## src/rtl/core/mcc_pkg.sv

```systemverilog
// Package for the minimum chain cover core: sizes, key widths and shared types.
// Used by the channel interfaces, the compare unit and the top level.
package mcc_pkg;
    localparam int MAX_PAIRS = 4096;
    localparam int KEY_BITS  = 16;
    localparam int ADDR_W    = $clog2(MAX_PAIRS);
    localparam int CNT_W     = ADDR_W + 1;
    localparam int PAIR_W    = 2 * KEY_BITS;
    localparam int OUT_W     = 13;

    typedef logic [KEY_BITS-1:0] t_key;
    typedef logic [PAIR_W-1:0]   t_pair;
    typedef logic [ADDR_W-1:0]   t_addr;
    typedef logic [CNT_W-1:0]    t_cnt;
endpackage

```

## src/rtl/core/mcc_cmp.sv

```systemverilog
// Shared unsigned magnitude compare unit for insertion and tails search.
// Depends on mcc_pkg for the operand width.
module mcc_cmp (
    input  mcc_pkg::t_pair i_a,
    input  mcc_pkg::t_pair i_b,
    output logic           o_gt
);
    assign o_gt = (i_a > i_b);
endmodule
```

## config.mk

```make
export PLATFORM = sky130hd
export DESIGN_NAME = mcc_cmp
export DESIGN_NICKNAME = d
export VERILOG_FILES = /design/src/rtl/core/mcc_pkg.sv /design/src/rtl/core/mcc_cmp.sv
export SDC_FILE = /design/constraint.sdc
export NUM_CORES = 1
export LEC_CHECK = 0
export ABC_AREA = 1
export ABC_CLOCK_PERIOD_IN_PS = 1100
export BUFFER_PORTS_ARGS = -buffer_cell sky130_fd_sc_hd__buf_2
export CAP_MARGIN = 20
export CORE_UTILIZATION = 34
export DETAILED_ROUTE_END_ITERATION = 10
export PLACE_DENSITY = 0.75
export SLEW_MARGIN = 20
export SYNTH_ARGS = -nofsm -noshare
export SYNTH_HDL_FRONTEND = slang
export SYNTH_SLANG_ARGS = --single-unit
```

## constraint.sdc

```tcl
create_clock -name vclk -period 1.1
set_input_delay 0.055 -clock vclk [all_inputs]
set_output_delay 0.055 -clock vclk [all_outputs]
set_load 0.02 [all_outputs]
```

### Yosys cells after proc, flatten, opt, wreduce, memory -nomap -nowiden

Index checks and enable logic that the tools add are counted.

* bits in writable memories: 0
* memory bits (read-only): 0
* bits in latches: 0
* word-level logic and storage cells: 1
* input bits: 64
* output and inout bits: 1
* memories kept: 0
* register bits: 0

* muxes and demuxes: 0
* bitwise operators: 0
* order comparisons: 1
* reduce and logical (&&, ||, !) cells: 0
* equality and inequality tests: 0
* div/mod/pow operators: 0
* add/subtract/negate cells: 0
* multipliers: 0
* shifts and indexed selects: 0

Operators with widths (count)
* $gt 32x32->1: 1

### Logic depth before layout (Yosys ltp)

* word-level depth: 1
* gate-level depth with buffers: 13

### Worst setup path after synthesis

No wires, ideal clock.

* path kind: input -> output
* start point: input port i_b[23]
* end point: output port o_gt
* setup slack: -0.062 ns
* arrival time: 1.107 ns
* stages: 8
* cell sequence: inv_1 -> ha_1 -> nand2_2 -> nor2_4 -> nand4_2 -> nor2_2 -> nand2_1 -> a21oi_1

* word-level cells in the longest chain between the ends: 1

RTL lines
* start: declaration: line mcc_cmp.sv:5 `input mcc_pkg::t_pair i_b,`
* $gt 32x32->1: line mcc_cmp.sv:8 `assign o_gt = (i_a > i_b);`
* end: declaration: line mcc_cmp.sv:6 `output logic o_gt`

Every way passes these cells.

### Final worst setup path

* start point: input port i_b[9]
* end point: output port o_gt

The elaborated chain is that of the path after synthesis.

==> flow_metrics.py <==
metrics = {
    "logic_synthesis": {
        "syn-cell-area_um2": 883,
        "synth_warnings": 0,
        "synth.distinct_cells": 17,
        "synth_largest_type_area_fraction": 0.453,
        "synth.area.top_cells": "ha_1 45%, inv_1 17%, nand2_1 13%",
        "yosysSeqAreaShare": 0,
        "syn_avg_cell_area_um2": 6.31,
        "syn-num-nets": 236,
        "yosys.area.top_type": "ha_1",
        "syn_inst": 140,
    },
    "routing": {
        "post_drt_wl_per_cell_um": 8.90,
        "drt_iter0_drc": 9,
        "ant_nets": 0,
        "vias_per_cell": 4.45,
        "drc_errors": 0,
        "num_vias": 1051,
        "firstDrtPassIters": 5,
        "drt_wl_total_um": 2100,
    },
    "timing": {
        "slew_headroom": 0.895,
        "max_freq_mhz": 778,
        "period_share": 1.17,
        "worst_slack_ns": -0.186,
        "slew_violations": 0,
        "tightest_slew_ns": 0.157,
        "hold_violations": 0,
        "rsz0062_at_grt": "true",
        "setup-violations-final": 1,
        "post-route-min-period_ns": 1.29,
    },
    "final_layout": {
        "layout_commonest_cell": "buf_2",
        "fin_area_mm2": 0.00150,
        "fin_nets": 304,
        "n_antenna_cell": 0,
        "final_util": 0.610,
        "fill_cells": 248,
        "seq_cells": 0,
        "area_growth_pct": 69.4,
        "drive_above_1_share": 0.490,
        "clockBufferCount": 0,
        "final_cell_mix": "56 x buf_2, 33 x inv_1, 27 x nand2_1",
        "regArea_um2": 0,
    },
    "worst_setup_path": {
        "crit_path_cell_trace": "buf_6 > inv_4 > ha_4 > nand4_1 > nor3_4 > nand2_1 > nand2_1 > nand2_1 > a21oi_2 > buf_6",
        "worstSetupStartpointType": "input port",
        "cpPeakStageDelay_ns": 0.25,
        "crit_path_frequent_cell": "nand2_1",
        "critical_path_peak_fanout": 2,
        "arrival_ns": 1.23,
        "cp_data_required_time_ns": 1.04,
        "critical_path_class": "input port to output port",
        "crit_slowest_cell": "ha_4",
        "worstSetupEndpointType": "output port",
    },
    "placed_design": {
        "preCtsSetupSlack_ns": -0.176,
        "place.gp.congestion": 0.660,
        "placed_cell_area_mm2": 0.00126,
        "io_buffers": 65,
        "dpl.hpwl_um": 1680,
    },
    "outcome": {
        "failed_checks": "negative setup slack",
        "outcome": "finished, violations left",
    },
    "hold_path": {
        "hp-class": "input port to output port",
    },
    "die": {
        "die_width_um": 53.0,
        "io_pins": 65,
        "die_area_mm2": 0.00281,
        "rows": 18,
        "die_h_um": 53.0,
        "core_mm2": 0.00245,
        "initial_core_util": 0.360,
    },
    "flow_run": {
        "drv_cap": 0,
    },
    "cts": {
        "cts_hold_buf": 0,
    },
    "power": {
        "p_leak_nw": 0.882,
        "peakVddDrop_uv": 198,
        "cellPowerDensity_mw_per_mm2": 353,
        "p_total_w": 0.000529,
    },
    "global_route": {
        "overflow": 0,
        "grt_pass1_wl_um": 3220,
        "antenna_found_initial": 0,
        "grt_pass1_vias": 861,
        "gr-usage-all-layers": 0.151,
        "grt_start_max_net_pins": 4,
    },
}
==> cells in the mapped netlist <==
cell type / count
nor2_4: 1
nand4_2: 1
nor3_1: 1
ha_1: 32
inv_1: 39
nor2_1: 5
nor3_2: 1
nand2_2: 3
nor2_2: 3
a21o_1: 1
nand3_1: 3
nand2_1: 30
nand4_1: 1
o21ai_1: 1
a21oi_1: 15
o21a_1: 2
o21ai_0: 1
==> critical path, delay by kind of cell <==
family,cells,cell delay (ns)
and+or+nand+nor,5,0.57
buffers and inverters,3,0.23
adders and majority gates,1,0.25
AOI/OAI and AO/OA,1,0.12
==> area by class of cell <==
| class | instances | area (um2) | share of cell area |
|---|---|---|---|
| Inverter | 39 | 149 | 0.0995 |
| Multi-Input combinational cell | 101 | 921 | 0.615 |
| Tap cell | 30 | 37.5 | 0.0251 |
| Timing Repair Buffer | 66 | 389 | 0.260 |
==> per-stage QoR <==
stage                     TNS [ns]  instances  hold WS [ns]
after floorplan                  0        140         0.592
after global placement      -0.177        236         0.814
after detailed placement    -0.176        236         0.817
after CTS                   -0.140        236         0.811
after global routing        -0.277        236         0.839
final                       -0.186        236         0.796
==> logic make-up (layout without fill, tap and decap cells) <==
| family | after synthesis | count (layout) | synth area share |
|---|---|---|---|
| compound gates | 20 | 20 | 0.122 |
| fa+ha+maj | 32 | 32 | 0.453 |
| buf+inv | 39 | 105 | 0.166 |
| simple gates | 49 | 49 | 0.259 |
==> final timing paths <==
kind	startpoint	to	slack, ns	cells past startpoint
min	i_a[16]	o_gt	0.80	7
max	i_b[9]	o_gt	-0.19	10
==> routing by layer <==
metal / global-route usage / part of all wire / vias up
met5: 0 / 0 / -
met4: 0 / 0 / 0
met3: 0.0115 / 0.063 / 0
met2: 0.316 / 0.54 / 35
met1: 0.168 / 0.40 / 441
li1: - / - / 575
==> where the power goes <==
group	switching, W	internal, W	leakage (nW)
clock network	0	0	0
logic	0.000248	0.000281	0.882
registers	0	0	0
total	0.000248	0.000281	0.882
==> timing repair <==
| action | in CTS | in global routing |
|---|---|---|
| pin swaps | 13 | 6 |
| gates resized for setup | 31 | 8 |
| endpoints found under the setup margin | 1 | 1 |
| setup buffers | 0 | 0 |
| cloned | 0 | 0 |
Note: power is estimated with default switching activity, not from simulation.
